File: src/sv/sincos_pkg.sv
// ----------------------------------------------------------------------------
// Sine and cosine package
// Shared types, pipeline depth and polynomial coefficients for the
// fixed-point sine and cosine evaluator.
// ----------------------------------------------------------------------------
package sincos_pkg;

  // Horner accumulator, signed Q2.30.
  typedef logic signed [31:0] acc_t;

  // Reduced angle and its square, travelling alongside the accumulators.
  typedef struct packed {
    logic [31:0] y2;       // y*y, unsigned Q2.30
    logic        y30_neg;  // sign of the reduced angle
    logic [30:0] y30_mag;  // magnitude of the reduced angle, Q1.30
    logic        flip;     // cosine sign must be negated
  } arg_t;

  // Stage counts of the three pipeline sections.
  localparam int REDUCE_STAGES = 8;
  localparam int HORNER_STEPS  = 5;
  localparam int FINISH_STAGES = 3;
  localparam int SINCOS_LATENCY = REDUCE_STAGES + 2 * HORNER_STEPS + FINISH_STAGES;

  // Starting accumulators (highest-order coefficients, negated).
  localparam acc_t SIN_INIT = -32'sd26;
  localparam acc_t COS_INIT = -32'sd280;

  // Constant added after each Horner multiplication, Q.30.
  localparam acc_t SIN_ADD [HORNER_STEPS] = '{
    32'sd2956, -32'sd213040, 32'sd8947846, -32'sd178956974, 32'sd1073741824
  };
  localparam acc_t COS_ADD [HORNER_STEPS] = '{
    32'sd26586, -32'sd1491253, 32'sd44739212, -32'sd536870912, 32'sd1073741824
  };

endpackage

File: src/sv/sincos_reduce.sv
// ----------------------------------------------------------------------------
// Angle range reduction
// Reduces the angle modulo 2*pi, folds it into [-pi/2, pi/2], rounds it to
// Q.30 and squares it, over eight elastic pipeline stages.
// ----------------------------------------------------------------------------
module sincos_reduce #(
  parameter int ANGLE_FRAC_BITS = 16
) (
  input  logic               clk_i,
  input  logic               rst_ni,
  input  logic               in_valid_i,
  output logic               in_ready_o,
  input  logic signed [31:0] angle_i,
  output logic               out_valid_o,
  input  logic               out_ready_i,
  output sincos_pkg::arg_t   arg_o
);
  import sincos_pkg::*;

  localparam int NS   = REDUCE_STAGES;
  localparam int PW   = 60;                    // |angle| * 1/(2*pi) product
  localparam int QSH  = ANGLE_FRAC_BITS + 30;  // quotient rounding shift
  localparam int QMW  = PW - QSH;              // quotient magnitude width
  localparam int QPW  = QMW + 35;              // quotient * 2*pi width
  localparam int AWW  = 64 - ANGLE_FRAC_BITS;  // angle in Q.32
  localparam int YFW  = QPW + 2;               // full-width difference
  localparam int YW   = 37;                    // reduced angle, Q.32

  localparam logic [27:0] INV_TWO_PI_Q30   = 28'd170891319;
  localparam logic [34:0] TWO_PI_Q32       = 35'd26986075409;
  localparam logic signed [YW-1:0] PI_Q32      = 37'sd13493037705;
  localparam logic signed [YW-1:0] HALF_PI_Q32 = 37'sd6746518852;

  // Elastic valid chain: a stage loads when it is empty or its successor
  // takes its content.
  logic [NS-1:0] vld_q;
  logic [NS:0]   rdy;
  logic [NS-1:0] vin;
  logic [NS-1:0] ld;

  always_comb begin
    rdy[NS] = out_ready_i;
    for (int i = NS - 1; i >= 0; i--) begin
      rdy[i] = !vld_q[i] || rdy[i+1];
    end
  end

  assign vin        = {vld_q[NS-2:0], in_valid_i};
  assign ld         = vin & rdy[NS-1:0];
  assign in_ready_o = rdy[0];
  assign out_valid_o = vld_q[NS-1];

  always_ff @(posedge clk_i or negedge rst_ni) begin
    if (!rst_ni) begin
      vld_q <= '0;
    end else begin
      vld_q <= (vld_q & ~rdy[NS-1:0]) | (vin & rdy[NS-1:0]);
    end
  end

  // Stage 0: magnitude of the angle times 1/(2*pi).
  logic [31:0]        amag;
  logic [PW-1:0]      s0_prod_q;
  logic               s0_neg_q;
  logic signed [31:0] s0_ang_q;

  assign amag = angle_i[31] ? 32'(-angle_i) : 32'(angle_i);

  always_ff @(posedge clk_i) begin
    if (ld[0]) begin
      s0_prod_q <= PW'(amag) * PW'(INV_TWO_PI_Q30);
      s0_neg_q  <= angle_i[31];
      s0_ang_q  <= angle_i;
    end
  end

  // Stage 1: round the quotient half away from zero to an integer.
  logic [PW-1:0]      qsum;
  logic [QMW-1:0]     s1_qmag_q;
  logic               s1_qneg_q;
  logic signed [31:0] s1_ang_q;

  assign qsum = s0_prod_q + (PW'(1) << (QSH - 1));

  always_ff @(posedge clk_i) begin
    if (ld[1]) begin
      s1_qmag_q <= qsum[QSH +: QMW];
      s1_qneg_q <= s0_neg_q;
      s1_ang_q  <= s0_ang_q;
    end
  end

  // Stage 2: quotient times 2*pi.
  logic [QPW-1:0]     s2_qp_q;
  logic               s2_qneg_q;
  logic signed [31:0] s2_ang_q;

  always_ff @(posedge clk_i) begin
    if (ld[2]) begin
      s2_qp_q   <= QPW'(s1_qmag_q) * QPW'(TWO_PI_Q32);
      s2_qneg_q <= s1_qneg_q;
      s2_ang_q  <= s1_ang_q;
    end
  end

  // Stage 3: subtract the whole turns from the widened angle.
  logic signed [AWW-1:0] a_wide;
  logic signed [YFW-1:0] a_ext;
  logic signed [YFW-1:0] qp_pos;
  logic signed [YFW-1:0] qp_s;
  logic signed [YFW-1:0] y_full;
  logic signed [YW-1:0]  s3_y_q;

  assign a_wide = $signed({s2_ang_q, {(32 - ANGLE_FRAC_BITS){1'b0}}});
  assign a_ext  = {{(YFW - AWW){a_wide[AWW-1]}}, a_wide};
  assign qp_pos = $signed({2'b00, s2_qp_q});
  assign qp_s   = s2_qneg_q ? -qp_pos : qp_pos;
  assign y_full = a_ext - qp_s;

  always_ff @(posedge clk_i) begin
    if (ld[3]) begin
      s3_y_q <= y_full[YW-1:0];
    end
  end

  // Stage 4: fold angles beyond a quarter turn towards zero.
  logic signed [YW-1:0] y_fold;
  logic                 flip;
  logic signed [YW-1:0] s4_y_q;
  logic                 s4_flip_q;

  always_comb begin
    y_fold = s3_y_q;
    flip   = 1'b0;
    if (s3_y_q > HALF_PI_Q32) begin
      y_fold = PI_Q32 - s3_y_q;
      flip   = 1'b1;
    end else if (s3_y_q < -HALF_PI_Q32) begin
      y_fold = -PI_Q32 - s3_y_q;
      flip   = 1'b1;
    end
  end

  always_ff @(posedge clk_i) begin
    if (ld[4]) begin
      s4_y_q    <= y_fold;
      s4_flip_q <= flip;
    end
  end

  // Stage 5: round the folded angle half away from zero to Q.30.
  logic [YW-1:0] ymag;
  logic [YW-1:0] ysum;
  logic          s5_neg_q;
  logic [30:0]   s5_mag_q;
  logic          s5_flip_q;

  assign ymag = s4_y_q[YW-1] ? YW'(-s4_y_q) : YW'(s4_y_q);
  assign ysum = ymag + YW'(2);

  always_ff @(posedge clk_i) begin
    if (ld[5]) begin
      s5_neg_q  <= s4_y_q[YW-1];
      s5_mag_q  <= ysum[32:2];
      s5_flip_q <= s4_flip_q;
    end
  end

  // Stage 6: square the reduced angle.
  logic [61:0] s6_sq_q;
  logic        s6_neg_q;
  logic [30:0] s6_mag_q;
  logic        s6_flip_q;

  always_ff @(posedge clk_i) begin
    if (ld[6]) begin
      s6_sq_q   <= 62'(s5_mag_q) * 62'(s5_mag_q);
      s6_neg_q  <= s5_neg_q;
      s6_mag_q  <= s5_mag_q;
      s6_flip_q <= s5_flip_q;
    end
  end

  // Stage 7: round the square back to Q.30.
  logic [61:0] sqsum;
  arg_t        s7_arg_q;

  assign sqsum = s6_sq_q + (62'd1 << 29);

  always_ff @(posedge clk_i) begin
    if (ld[7]) begin
      s7_arg_q.y2      <= sqsum[61:30];
      s7_arg_q.y30_neg <= s6_neg_q;
      s7_arg_q.y30_mag <= s6_mag_q;
      s7_arg_q.flip    <= s6_flip_q;
    end
  end

  assign arg_o = s7_arg_q;

endmodule

File: config.mk
export PLATFORM = sky130hd
export DESIGN_NAME = sincos_reduce
export DESIGN_NICKNAME = d
export VERILOG_FILES = /design/src/sv/sincos_pkg.sv /design/src/sv/sincos_reduce.sv
export SDC_FILE = /design/constraint.sdc
export NUM_CORES = 2
export LEC_CHECK = 0
export BUFFER_PORTS_ARGS = -buffer_cell sky130_fd_sc_hd__clkbuf_2
export CAP_MARGIN = 20
export CORE_MARGIN = 4
export CORE_UTILIZATION = 50
export CTS_BUF_LIST = sky130_fd_sc_hd__clkbuf_4
export DETAILED_ROUTE_END_ITERATION = 8
export HOLD_SLACK_MARGIN = 0.08
export PLACE_DENSITY = 0.66
export SKIP_LAST_GASP = 1
export SLEW_MARGIN = 5
export SYNTH_ARGS = -nofsm -noshare
export SYNTH_HDL_FRONTEND = slang
export SYNTH_SLANG_ARGS = --single-unit
export TNS_END_PERCENT = 10
File: constraint.sdc
create_clock -name clk_i -period 8.7 [get_ports clk_i]
set_clock_uncertainty 0.2 [all_clocks]
set_input_delay 1.74 -clock clk_i [delete_from_list [all_inputs] [get_ports clk_i]]
set_output_delay 1.74 -clock clk_i [all_outputs]
set_load 0.01 [all_outputs]
## Word-level counts from Yosys, hierarchy flattened

Index checks and enable logic that the tools add are counted.

- Flip-flop bits (word level): 453
- Input bits: 36
- Output and inout port bits: 67

- Add/subtract/negate cells: 9
- Multipliers: 3
- $lt $le $gt $ge: 2
- Muxes and demuxes: 6
- Bitwise gates (word level): 4
- Reductions and logical operators: 16

Operators with widths:

| cell | count |
|---|---|
| 2-to-1 mux 37 bit | 3 |
| subtractor 35 x 37 -> 37 bit, first input constant | 2 |
| adder 62 x 30 -> 62 bit, second input constant | 1 |
| multiplier 31 x 31 -> 62 bit | 1 |
| adder 60 x 46 -> 60 bit, second input constant | 1 |
| multiplier 32 x 28 -> 60 bit, second input constant | 1 |
| > comparator 37 x 34 -> 1 bit, second input constant | 1 |
| less-than comparator 37 x 34 -> 1 bit, second input constant | 1 |
| multiplier 14 x 35 -> 37 bit, second input constant | 1 |
| negator 37 bit | 1 |
| subtractor 37 bit | 1 |
| adder 33 x 2 -> 33 bit, second input constant | 1 |
| 2-to-1 mux 33 bit | 1 |
| negator 33 bit | 1 |
| 2-to-1 mux 32 bit | 1 |
| negator 32 bit | 1 |
| AND 8 bit | 2 |
| zero test 1 bit | 8 |
| logical OR 1 bit | 8 |
| NOT 8 bit | 1 |
| OR 8 bit | 1 |
| 2-to-1 mux 1 bit | 1 |

## Logic depth before layout (Yosys ltp)

- Word-level depth: 12
- Gate-level depth with buffers: 33

## Least setup slack after synthesis

No wires, ideal clock.

- Path type: input-to-reg
- Start: input angle_i[5]
- End: register s0_prod_q[54], data pin
- Library setup time: 267 ps
- Data arrival time: 9,468 ps
- Data required time: 8,233 ps
- Setup slack: -1,235 ps
- Cell stages on the path: 28
- Cells stage by stage: nor4_2 -> nand2_1 -> or4_1 -> or4_1 -> nand2_1 -> xor2_1 -> xnor2_1 -> xnor2_1 -> fa_1 -> fa_1 -> inv_1 -> fa_1 -> fa_1 -> fa_1 -> inv_1 -> fa_1 -> inv_1 -> ha_1 -> a21oi_1 -> nor2b_1 -> o21ai_0 -> o21ai_0 -> a211oi_1 -> o211ai_1 -> a21boi_0 -> o21bai_1 -> a2111oi_0 -> nor2_1

- Cells in the longest elaborated chain, start to end: 3

RTL lines:

| element | RTL line | source |
|---|---|---|
| from (decl) | sincos_reduce.sv:13 | `input logic signed [31:0] angle_i,` |
| negator 32 bit | sincos_reduce.sv:67 | `assign amag = angle_i[31] ? 32'(-angle_i) : 32'(angle_i);` |
| 2-to-1 mux 32 bit * | sincos_reduce.sv:67 |  |
| multiplier 32 x 28 -> 60 bit * | sincos_reduce.sv:71 | `s0_prod_q <= PW'(amag) * PW'(INV_TWO_PI_Q30);` |
| to (signal assigned) | sincos_reduce.sv:71 |  |
| to (decl) | sincos_reduce.sv:63 | `logic [PW-1:0] s0_prod_q;` |

Every way passes the cells marked *; elsewhere a longest branch is shown, timed or not.
A chain may end at the register's enable or synchronous reset.

## Final worst setup path

- Start: input angle_i[5]
- End: register s0_prod_q[47], data pin

The elaborated chain is that of the path after synthesis.

==> flow_summary.json <==
{
  "layout_common_cells": "1824 x inv_1, 1190 x fa_1, 686 x ha_1, 467 x buf_4, 391 x nand2_1",
  "rsz0062_at_grt": "yes",
  "die-area_mm2": 0.1352,
  "cts_sinks": 376,
  "slew_violations": 0,
  "final_util_pct": 57.08,
  "grt_overflow": 0,
  "synth_area_per_cell_um2": 10.13,
  "worstPathRequired_ns": 9.19,
  "seqCellArea_mm2": 0.01125,
  "cp_slowest_cell": "fa_1",
  "drc_errors": 0,
  "drt_pre_antenna_iters": 5,
  "crit_type": "primary input to register",
  "violations": "negative setup slack",
  "finalCriticalPeriod_ns": 9.101,
  "synth_edf_count": 368,
  "outcome": "finished with violations",
  "hold_viol": 0,
  "nFillCells": 11160,
  "endpoint": "s0_prod_q[47]",
  "reg2reg_to": "s6_sq_q[56]",
  "cp_common_cell": "buf_4",
  "path_max_fanout": 5,
  "setup_ws_ns": -0.4014,
  "final_nets": 8892,
  "syn-cell-area_mm2": 0.06469,
  "portBuffers": 102,
  "async_reset_ff_share_pct": 2.128,
  "place_hpwl_mm": 142.9,
  "final_common_cell": "inv_1",
  "ant_nets": 0,
  "cts_buffer_depth": 3,
  "drt_wl_total_mm": 167.0,
  "wire_per_inst_um": 19.10,
  "multi_input_area_mm2": 0.04706,
  "cts-root-buf": "clkbuf_4",
  "grt_pass1_vias": 49810,
  "syn_nets": 8350,
  "antenna_found_initial": 7,
  "finalCritPeriodShare_pct": 104.6,
  "yosysWarnings": 0,
  "synth_ff_type": "edfxtp_1",
  "cts_htree_levels": 3,
  "clk_latency_ns": 0.97,
  "ys_seq_elements": 376,
  "drt-initial-drc-count": 2237,
  "postSynthCellCount": 6386,
  "reg2reg_depth": 27,
  "vias": 45090,
  "yosysSeqAreaShare_pct": 17.39,
  "place_ws_ns": -1.719,
  "worstPathArrival_ns": 9.59,
  "hold_class": "register to register",
  "area_delta_synth_final_pct": 12.95,
  "die_h_um": 367.7,
  "grt_max_degree": 67,
  "grtUsageTotal_pct": 25.50,
  "slowest_delay_ns": 0.51,
  "core_area_mm2": 0.1280,
  "numCtsBuffers": 94,
  "endpoint_kind": "register",
  "maxSlewHeadroom_pct": 31.92,
  "die_w_um": 367.7,
  "finalWeightedCongestion": 0.9864,
  "initial_core_util_pct": 50.54,
  "reg2reg_from": "s5_mag_q[22]",
  "fin_hold_ws_ns": 0.2004,
  "synth_cell_types": 87,
  "drive_gt1_share_pct": 13.27,
  "via_per_inst": 5.159,
  "maxCapViolCount": 0,
  "cp-startpoint": "angle_i[5]",
  "crit_path_start_kind": "primary input",
  "grt_pass1_wl_mm": 270.5,
  "max_freq_mhz": 109.9,
  "io_pins": 103,
  "setup_viol": 22,
  "reg2reg_slack_ns": -0.19,
  "cts_tree": "built",
  "clkSlewWorstSetupHoldPaths_ns": 0.08,
  "worst_pin_slew_ns": 1.021,
  "rows": 131
}
flip-flops by register name, summed over array words and instances, names as in the netlist, named ones only:
signal     flops
arg_o         65
s2_qp_q       37
s3_y_q        37
s4_y_q        34
s6_sq_q       34
s5_mag_q      31
s6_mag_q      30
s1_ang_q      21
s2_ang_q      21
s0_ang_q      20
s0_prod_q     16
s1_qmag_q     14
s0_neg_q       1
s1_qneg_q      1
s2_qneg_q      1
s4_flip_q      1
s5_flip_q      1
s5_neg_q       1
s6_flip_q      1
s6_neg_q       1
critical path, delay by kind of cell:
kind	cells	cell delay [ns]
buffers and inverters	16	1.81
and+or+nand+nor	6	1.31
adders and majority gates	8	3.45
AOI/OAI and AO/OA	5	1.15
xor gates and xnor gates	1	0.13
kinds of logic after synthesis:
group / share of synthesized area [%]
compound gates: 6.233
mux: 0.1412
xor+xnor: 4.928
fa+ha+maj: 51.28
simple gates: 8.450
other cells: 0.005797
flops: 17.39
buf+inv: 11.57
cell type report:
cell class / count / area share (%)
Clock buffer: 124 / 1.274
Sequential cell: 376 / 15.40
Antenna cell: 10 / 0.03425
Multi-Input combinational cell: 4019 / 64.40
Inverter: 1842 / 9.471
Clock inverter: 46 / 0.3151
Timing Repair Buffer: 595 / 6.147
Tap cell: 1729 / 2.961
cell usage after synthesis, drive strengths merged, types with 36 or more instances:
| cell type | count | share of area (%) |
|---|---|---|
| a21o | 88 | 1.0 |
| a21oi | 168 | 1.3 |
| and2 | 175 | 1.7 |
| and3 | 36 | 0.36 |
| clkbuf | 142 | 0.82 |
| edfxtp | 368 | 17 |
| fa | 1206 | 37 |
| ha | 722 | 14 |
| inv | 1841 | 11 |
| nand2 | 396 | 2.3 |
| nand3 | 74 | 0.57 |
| nor2 | 172 | 1.0 |
| nor3 | 54 | 0.43 |
| o21ai | 117 | 0.91 |
| xnor2 | 232 | 3.1 |
| xor2 | 132 | 1.8 |
metrics by stage:
stage | TNS [ns] | instances | area [um2]
2_1_floorplan | -7.914 | 6386 | 64860
3_3_place_gp | -21.62 | 8525 | 70650
3_5_place_dp | -22.29 | 8526 | 70660
4_1_cts | -3.742 | 8722 | 72680
5_1_grt | -13.25 | 8740 | 73070
6_report | -5.368 | 8741 | 73070
routing by layer:
metal	track usage, %	part of all wire, %	vias up
met1	30.49	39	22700
met4	11.44	5.3	0
met3	3.396	4.7	388
li1	-	-	20850
met2	45.86	51	1151
met5	0	0	-
timing repair:
item / 4_1_cts / 5_1_grt
hold buffers: 0 / 0
gates resized for setup: 126 / 44
endpoints found under the setup margin: 23 / 31
pin swaps: 115 / 36
setup buffers: 26 / 8
worst min path at each step:
| stage | to | slack (ns) | startpoint | depth (start not counted) |
|---|---|---|---|---|
| floorplan | arg_o[0] | 0.20 | s6_flip_q | 0 |
| global placement | s1_ang_q[2] | 0.20 | s0_ang_q[2] | 0 |
| detailed placement | arg_o[18] | 0.20 | s6_mag_q[17] | 0 |
| CTS | s2_ang_q[8] | 0.20 | s1_ang_q[8] | 0 |
| global route | s2_ang_q[8] | 0.21 | s1_ang_q[8] | 0 |
| finish | s2_ang_q[8] | 0.20 | s1_ang_q[8] | 0 |
Power is left out: the tool's default activity adds up to more than one toggle a clock period on the data nets, which glitch-free logic cannot reach.
