## src/sv/sincos_pkg.sv

```systemverilog
// ----------------------------------------------------------------------------
// Sine and cosine package
// Shared types, pipeline depth and polynomial coefficients for the
// fixed-point sine and cosine evaluator.
// ----------------------------------------------------------------------------
package sincos_pkg;

  // Horner accumulator, signed Q2.30.
  typedef logic signed [31:0] acc_t;

  // Reduced angle and its square, travelling alongside the accumulators.
  typedef struct packed {
    logic [31:0] y2;       // y*y, unsigned Q2.30
    logic        y30_neg;  // sign of the reduced angle
    logic [30:0] y30_mag;  // magnitude of the reduced angle, Q1.30
    logic        flip;     // cosine sign must be negated
  } arg_t;

  // Stage counts of the three pipeline sections.
  localparam int REDUCE_STAGES = 8;
  localparam int HORNER_STEPS  = 5;
  localparam int FINISH_STAGES = 3;
  localparam int SINCOS_LATENCY = REDUCE_STAGES + 2 * HORNER_STEPS + FINISH_STAGES;

  // Starting accumulators (highest-order coefficients, negated).
  localparam acc_t SIN_INIT = -32'sd26;
  localparam acc_t COS_INIT = -32'sd280;

  // Constant added after each Horner multiplication, Q.30.
  localparam acc_t SIN_ADD [HORNER_STEPS] = '{
    32'sd2956, -32'sd213040, 32'sd8947846, -32'sd178956974, 32'sd1073741824
  };
  localparam acc_t COS_ADD [HORNER_STEPS] = '{
    32'sd26586, -32'sd1491253, 32'sd44739212, -32'sd536870912, 32'sd1073741824
  };

endpackage

```

## src/sv/sincos_finish.sv

```systemverilog
// ----------------------------------------------------------------------------
// Result finishing
// Multiplies the sine polynomial by the angle, applies the cosine sign,
// rounds both to the result format and clamps them to plus or minus one.
// ----------------------------------------------------------------------------
module sincos_finish #(
  parameter int RESULT_FRAC_BITS = 30
) (
  input  logic               clk_i,
  input  logic               rst_ni,
  input  logic               in_valid_i,
  output logic               in_ready_o,
  input  sincos_pkg::arg_t   arg_i,
  input  sincos_pkg::acc_t   sin_acc_i,
  input  sincos_pkg::acc_t   cos_acc_i,
  output logic               out_valid_o,
  input  logic               out_ready_i,
  output logic signed [31:0] sine_o,
  output logic signed [31:0] cosine_o
);
  import sincos_pkg::*;

  localparam int NS = FINISH_STAGES;
  localparam int VW = 34;
  localparam int SH = 30 - RESULT_FRAC_BITS;
  localparam logic [VW-1:0] HALF_LSB = VW'((64'd1 << SH) >> 1);
  localparam logic [VW-1:0] LIM      = VW'(64'd1 << RESULT_FRAC_BITS);

  // Round half away from zero to the result format, then clamp.
  function automatic logic signed [31:0] finish_val(input logic signed [VW-1:0] v);
    logic [VW-1:0] mag;
    logic [VW-1:0] rmag;
    logic [31:0]   res;
    mag  = v[VW-1] ? VW'(-v) : VW'(v);
    rmag = (mag + HALF_LSB) >> SH;
    if (rmag > LIM) begin
      rmag = LIM;
    end
    res = rmag[31:0];
    return v[VW-1] ? $signed(-res) : $signed(res);
  endfunction

  // Elastic valid chain.
  logic [NS-1:0] vld_q;
  logic [NS:0]   rdy;
  logic [NS-1:0] vin;
  logic [NS-1:0] ld;

  always_comb begin
    rdy[NS] = out_ready_i;
    for (int i = NS - 1; i >= 0; i--) begin
      rdy[i] = !vld_q[i] || rdy[i+1];
    end
  end

  assign vin         = {vld_q[NS-2:0], in_valid_i};
  assign ld          = vin & rdy[NS-1:0];
  assign in_ready_o  = rdy[0];
  assign out_valid_o = vld_q[NS-1];

  always_ff @(posedge clk_i or negedge rst_ni) begin
    if (!rst_ni) begin
      vld_q <= '0;
    end else begin
      vld_q <= (vld_q & ~rdy[NS-1:0]) | (vin & rdy[NS-1:0]);
    end
  end

  // Stage 0: sine polynomial times the reduced angle.
  logic [31:0] smag;
  logic [62:0] f0_sprod_q;
  logic        f0_sneg_q;
  acc_t        f0_cacc_q;
  logic        f0_flip_q;

  assign smag = sin_acc_i[31] ? 32'(-sin_acc_i) : 32'(sin_acc_i);

  always_ff @(posedge clk_i) begin
    if (ld[0]) begin
      f0_sprod_q <= 63'(smag) * 63'(arg_i.y30_mag);
      f0_sneg_q  <= sin_acc_i[31] ^ arg_i.y30_neg;
      f0_cacc_q  <= cos_acc_i;
      f0_flip_q  <= arg_i.flip;
    end
  end

  // Stage 1: round the sine product to Q.30 and negate the cosine on a fold.
  logic [62:0]          ssum;
  logic signed [VW-1:0] spos;
  logic signed [VW-1:0] cext;
  logic signed [VW-1:0] f1_sine_q;
  logic signed [VW-1:0] f1_cosine_q;

  assign ssum = f0_sprod_q + (63'd1 << 29);
  assign spos = $signed({1'b0, ssum[62:30]});
  assign cext = VW'(f0_cacc_q);

  always_ff @(posedge clk_i) begin
    if (ld[1]) begin
      f1_sine_q   <= f0_sneg_q ? -spos : spos;
      f1_cosine_q <= f0_flip_q ? -cext : cext;
    end
  end

  // Stage 2: output register with the final rounding and clamp.
  logic signed [31:0] f2_sine_q;
  logic signed [31:0] f2_cosine_q;

  always_ff @(posedge clk_i) begin
    if (ld[2]) begin
      f2_sine_q   <= finish_val(f1_sine_q);
      f2_cosine_q <= finish_val(f1_cosine_q);
    end
  end

  assign sine_o   = f2_sine_q;
  assign cosine_o = f2_cosine_q;

endmodule

```

## config.mk

```make
export PLATFORM = sky130hd
export DESIGN_NAME = sincos_finish
export DESIGN_NICKNAME = d
export VERILOG_FILES = /design/src/sv/sincos_pkg.sv /design/src/sv/sincos_finish.sv
export SDC_FILE = /design/constraint.sdc
export NUM_CORES = 2
export LEC_CHECK = 0
export ABC_AREA = 1
export BUFFER_PORTS_ARGS = -buffer_cell sky130_fd_sc_hd__buf_2
export CAP_MARGIN = 20
export CORE_ASPECT_RATIO = 2
export CORE_MARGIN = 1.5
export CORE_UTILIZATION = 55
export CTS_BUF_LIST = sky130_fd_sc_hd__clkbuf_4 sky130_fd_sc_hd__clkbuf_8
export CTS_CLUSTER_SIZE = 40
export DETAILED_ROUTE_END_ITERATION = 16
export GPL_TIMING_DRIVEN = 0
export PLACE_DENSITY = 0.78
export SLEW_MARGIN = 20
export SYNTH_ARGS = -nofsm -noshare
export SYNTH_HDL_FRONTEND = slang
export SYNTH_SLANG_ARGS = --single-unit
```

## constraint.sdc

```tcl
create_clock -name clk_i -period 6.1 [get_ports clk_i]
set_input_delay 0 -clock clk_i [delete_from_list [all_inputs] [get_ports clk_i]]
set_output_delay 0 -clock clk_i [all_outputs]
set_load 0.02 [all_outputs]
```

**After elaboration in Yosys (flattened, before gate mapping)**

Index checks and enable logic that the tools add are counted.

- Bits in registers: 232
- Input bits: 133
- Output and inout bits: 66

- Add/sub/neg operators: 8
- $mul: 1
- Order comparisons: 2
- Multiplexer cells: 11
- Bitwise operators: 5
- Reduce and logical (&&, ||, !) cells: 6

Operators by type and width:

| kind | number |
|---|---|
| 32-bit 2-to-1 mux | 7 |
| 34-bit 2-to-1 mux | 3 |
| 32-bit negation | 3 |
| 34-bit by 31-bit greater-than comparator with 1-bit output (second input constant) | 2 |
| 34-bit negation | 2 |
| 63-bit by 30-bit adder with 63-bit output (second input constant) | 1 |
| 32-bit by 31-bit multiplier with 63-bit output | 1 |
| 32-bit negation with 34-bit output | 1 |
| 33-bit negation with 34-bit output | 1 |
| 33-bit 2-to-1 mux | 1 |
| 3-bit AND | 2 |
| 1-bit zero test | 3 |
| 1-bit logical OR | 3 |
| 3-bit inverter | 1 |
| 3-bit bitwise OR | 1 |
| 1-bit bitwise XOR | 1 |

**Longest topological paths before layout**

- Depth after elaboration: 8
- Mapped depth: 46
- Gate-level depth less buffers: 46

**Least setup slack after synthesis**

OpenSTA, ideal clock, no wires.

- Path kind: input -> register
- Start: in sin_acc_i[0]
- End: reg f0_sprod_q[61] (data pin)
- Setup time: 0.262 ns
- Arrival: 7.941 ns
- Required time: 5.838 ns
- Path slack: -2.104 ns
- Stages: 36
- Buffers on the path: 2
- Cell sequence: buf_4 -> inv_1 -> ha_1 -> inv_1 -> nor3_1 -> inv_1 -> nor2_1 -> nand3_1 -> nor2_1 -> a41oi_1 -> xor2_1 -> inv_1 -> clkbuf_1 -> nor2_1 -> fa_1 -> fa_1 -> inv_1 -> fa_1 -> inv_1 -> fa_1 -> inv_1 -> fa_1 -> fa_1 -> fa_1 -> fa_1 -> inv_1 -> ha_1 -> nand2_1 -> o21ai_0 -> a21oi_1 -> o311a_1 -> nand3_1 -> nand3_1 -> o211ai_1 -> a21oi_1 -> xor2_1

- Longest elaborated chain between the ends: 3

RTL lines:

| element | line | source |
|---|---|---|
| from (decl) | sincos_finish.sv:14 | `input sincos_pkg::acc_t sin_acc_i,` |
| 32-bit negation | sincos_finish.sv:76 | `assign smag = sin_acc_i[31] ? 32'(-sin_acc_i) : 32'(sin_acc_i);` |
| 32-bit 2-to-1 mux * | sincos_finish.sv:76 |  |
| 32-bit by 31-bit multiplier with 63-bit output * | sincos_finish.sv:80 | `f0_sprod_q <= 63'(smag) * 63'(arg_i.y30_mag);` |
| to (signal assigned) | sincos_finish.sv:80 |  |
| to (decl) | sincos_finish.sv:71 | `logic [62:0] f0_sprod_q;` |

Mark *: on every way between the ends. The rest lies on a longest branch, timed or not.
A chain may end at the register's enable or synchronous reset.

**Final worst setup path**

- Start: in sin_acc_i[2]
- End: reg f0_sprod_q[39] (data pin)

Same word-level chain as after synthesis.

==> impl_metrics.env <==
export IMPL_max_clock_path_buffers=3
export IMPL_drc_marker_count_from_the_first_detailed_route_iteration=4057
export IMPL_final_core_util_pct=63.2
export IMPL_fmax_mhz=117
export IMPL_clk_root_buffer_cell="sky130_fd_sc_hd__clkbuf_8"
export IMPL_global_route_wire_length_before_repair_mm=319
export IMPL_synth_cell_area_um2=45600
export IMPL_port_buffer_count=157
export IMPL_grt_setup_unrepaired="true"
export IMPL_synth_cells=5726
export IMPL_wire_per_inst_um=29.7
export IMPL_die_width_um=207
export IMPL_detailed_place_hpwl_mm=168
export IMPL_max_cap_viol_count=1
export IMPL_drt_pass1_iterations=9
export IMPL_fill_count=7433
export IMPL_die_area_um2=84800
export IMPL_synth_ff_latch_count=203
export IMPL_timing_setup_critical_path_class="in2reg"
export IMPL_crit_arrival_ns=8.96
export IMPL_yosys_warnings=0
export IMPL_route_top_layer_used="met5"
export IMPL_drc_errors=0
export IMPL_number_of_antenna_violations_at_the_first_check_in_global_routing=21
export IMPL_antenna_left=0
export IMPL_htree_num_levels=1
export IMPL_routed_via_density=6.18
export IMPL_synthesis_area_per_instance_um2=7.97
export IMPL_grt_pass1_vias=48000
export IMPL_fin_crit_ns=8.56
export IMPL_wl_met3_mm=21.7
export IMPL_clk_latency_ns=0.71
export IMPL_finalInstanceArea_um2=52100
export IMPL_cp_num_buf_inv=7
export IMPL_critical_path_startpoint_type="primary input"
export IMPL_syn2layout_area_growth_pct=14.0
export IMPL_met2_wirelength_mm=101
export IMPL_result_of_the_run="complete, but fails checks"
export IMPL_drt_wl_total_mm=213
export IMPL_endpoint_class_of_the_critical_path="flop"
export IMPL_required_time_at_the_worst_slack_endpoint_ns=6.51
export IMPL_globalRouteOverflowTotal=0
export IMPL_whs_ns=0.0162
export IMPL_synth_net_count=6987
export IMPL_max_slew_margin_rel_pct=-3.90
export IMPL_core_area_um2=82400
export IMPL_floorplan_die_height_um=410
export IMPL_holdCritPathClass="in2reg"
export IMPL_globalRouteTotalUtil_pct=53.1
export IMPL_design_final_nets=7329
export IMPL_num_vias=44300
export IMPL_cts_inserted_buffers=24
export IMPL_postLayoutSetupSlackWorst_ns=-2.46
export IMPL_wl_met1_mm=55.2
export IMPL_num_io_pins=199
export IMPL_clock_tree_from_tritoncts="built"
export IMPL_skew_ns=0.0624
export IMPL_number_of_setup_violations_in_the_final_report=34
export IMPL_synth_top_flop_cell="sky130_fd_sc_hd__edfxtp_1"
export IMPL_yosysUniqueCellTypes=57
export IMPL_worst_setup_slack_after_placement_ns=-4.42
export IMPL_layout_worst_path_cycle_share_pct=140
export IMPL_cpPeakStageDelay_ns=0.82
export IMPL_cts_sinks=203
export IMPL_critical_path_slowest_cell="sky130_fd_sc_hd__fa_2"
export IMPL_postPlaceCellArea_um2=48300
export IMPL_timing_final_max_slew_violations=11
export IMPL_worst_pin_slew_ns=1.56
export IMPL_floorplan_initialDensity_pct=55.4
export IMPL_async_reset_ff_share_pct=1.48
export IMPL_pin_count_of_the_biggest_net_entering_global_routing=61
export IMPL_seq_area_frac_synth_pct=13.3
export IMPL_critical_path_top_delay_family="adder cells"
export IMPL_number_of_flops_mapped_to_enable_cells_by_yosys=200
export IMPL_finalWeightedCongestion=1.13
export IMPL_clkSlewWorstSetupHoldPaths_ns=0.12
export IMPL_fp_row_count=149
export IMPL_violations_in_the_final_reports="capacitance limit, slew limit, setup timing"
export IMPL_final_hold_violation_count=0
export IMPL_critical_path_max_fanout=4
export IMPL_drive_above_1_share_pct=13.3
-- kinds of logic (layout without fill, tap and decap cells) --
group	Yosys count	after routing	synth area share [%]
AOI/OAI and AO/OA	338	338	4.27
xor gates and xnor gates	164	164	3.15
adders and majority gates	1128	1128	45.1
buffers and inverters	1409	1768	11.9
DFF	203	203	13.3
other	0	22	0
and+or+nand+nor	2484	2484	22.2
-- state kept, by name, indices dropped and copies added (netlist names), named ones only --
signal and flops:
f0_sprod_q 34, f1_cosine_q 34, f1_sine_q 34, cosine_o 32, f0_cacc_q 32, sine_o 32
f0_flip_q 1, f0_sneg_q 1
-- cell usage after synthesis (4+ instances only) --
| cell | n | area (µm²) |
|---|---|---|
| sky130_fd_sc_hd__xnor2_1 | 52 | 455 |
| sky130_fd_sc_hd__buf_4 | 9 | 67.6 |
| sky130_fd_sc_hd__edfxtp_1 | 200 | 6010 |
| sky130_fd_sc_hd__nand2_1 | 1263 | 4740 |
| sky130_fd_sc_hd__buf_2 | 25 | 125 |
| sky130_fd_sc_hd__a31oi_1 | 10 | 62.6 |
| sky130_fd_sc_hd__nand2_2 | 16 | 100 |
| sky130_fd_sc_hd__nor3_1 | 49 | 245 |
| sky130_fd_sc_hd__fa_1 | 865 | 17300 |
| sky130_fd_sc_hd__nor2_4 | 7 | 78.8 |
| sky130_fd_sc_hd__o21ai_1 | 8 | 40.0 |
| sky130_fd_sc_hd__nor4_1 | 16 | 100 |
| sky130_fd_sc_hd__o21bai_1 | 5 | 37.5 |
| sky130_fd_sc_hd__nand3_1 | 177 | 886 |
| sky130_fd_sc_hd__nand3b_1 | 30 | 225 |
| sky130_fd_sc_hd__or2_2 | 10 | 62.6 |
| sky130_fd_sc_hd__clkbuf_1 | 146 | 548 |
| sky130_fd_sc_hd__o31ai_1 | 19 | 143 |
| sky130_fd_sc_hd__buf_6 | 5 | 56.3 |
| sky130_fd_sc_hd__a21oi_2 | 9 | 78.8 |
| sky130_fd_sc_hd__o211ai_1 | 10 | 75.1 |
| sky130_fd_sc_hd__nand4_1 | 42 | 263 |
| sky130_fd_sc_hd__xor2_1 | 112 | 981 |
| sky130_fd_sc_hd__a21boi_0 | 5 | 37.5 |
| sky130_fd_sc_hd__ha_1 | 263 | 3290 |
| sky130_fd_sc_hd__buf_1 | 6 | 22.5 |
| sky130_fd_sc_hd__a21oi_1 | 121 | 606 |
| sky130_fd_sc_hd__o41ai_1 | 17 | 149 |
| sky130_fd_sc_hd__o21ai_0 | 117 | 586 |
| sky130_fd_sc_hd__inv_1 | 1183 | 4440 |
| sky130_fd_sc_hd__clkinv_1 | 24 | 90.1 |
| sky130_fd_sc_hd__nor3_2 | 4 | 40.0 |
| sky130_fd_sc_hd__o21a_1 | 9 | 67.6 |
| sky130_fd_sc_hd__nor2_2 | 8 | 50.1 |
| sky130_fd_sc_hd__nor2_1 | 844 | 3170 |
| sky130_fd_sc_hd__inv_2 | 5 | 18.8 |
-- timing repair --
| action | in CTS | in global routing |
|---|---|---|
| pin swaps | 90 | 89 |
| endpoints found under the setup margin | 34 | 34 |
| gates resized for setup | 339 | 180 |
| buffers inserted | 72 | 41 |
| endpoints found under the hold margin | 63 | 1 |
| hold buffers | 40 | 1 |
-- through the flow --
stage,setup TNS (ns),instances
finish,-72.72,7164
global route,-79.98,7149
CTS,-66.20,7100
detailed placement,-131.12,6945
global placement,-128.42,6940
floorplan,-45.10,5726
-- layout by cell type (no fill, tap or decap), types with 47 or more instances in the layout --
master,count
sky130_fd_sc_hd__a21oi_1,73
sky130_fd_sc_hd__buf_2,174
sky130_fd_sc_hd__buf_4,94
sky130_fd_sc_hd__clkbuf_1,71
sky130_fd_sc_hd__clkbuf_2,48
sky130_fd_sc_hd__edfxtp_1,200
sky130_fd_sc_hd__fa_1,818
sky130_fd_sc_hd__fa_2,47
sky130_fd_sc_hd__ha_1,240
sky130_fd_sc_hd__inv_1,1146
sky130_fd_sc_hd__nand2_1,1221
sky130_fd_sc_hd__nand3_1,163
sky130_fd_sc_hd__nor2_1,800
sky130_fd_sc_hd__o21ai_0,96
sky130_fd_sc_hd__xnor2_1,50
sky130_fd_sc_hd__xor2_1,107
-- per-layer routing --
layer  global-route usage (%)  up-vias
met1                     45.5    21200
met2                     85.2     3276
met3                     21.8     1912
met4                     61.9       14
li1                         -    17900
met5                   0.0595        -
-- cell type report --
cell class	count	area [µm²]	area share (%)
Buffer	196	1270	2.44
Tap cell	1057	1320	2.54
Clock inverter	12	114	0.219
Multi-Input combinational cell	4114	35800	68.7
Inverter	1213	4650	8.94
Antenna cell	22	55.1	0.106
Sequential cell	203	6080	11.7
Clock buffer	31	389	0.748
Timing Repair Buffer	316	2390	4.60
-- worst paths after layout --
check	start	endpoint	slack, ns	cells past startpoint
min reg2reg	flop	flop	0.54	2
min in group asynchronous	rst_ni	asynchronous set/reset pin	0.19	3
max in group asynchronous	rst_ni	asynchronous set/reset pin	5.75	3
max reg2reg	f1_cosine_q[0]$_DFFE_PP_	cosine_o[20]$_DFFE_PP_	0.77	20
max	sin_acc_i[2]	f0_sprod_q[39]$_DFFE_PP_	-2.46	38
min	cos_acc_i[28]	f0_cacc_q[28]$_DFFE_PP_	0.02	2
Power is not shown: default switching activity piles up to over one toggle a cycle in this logic, so the estimate is an artifact.
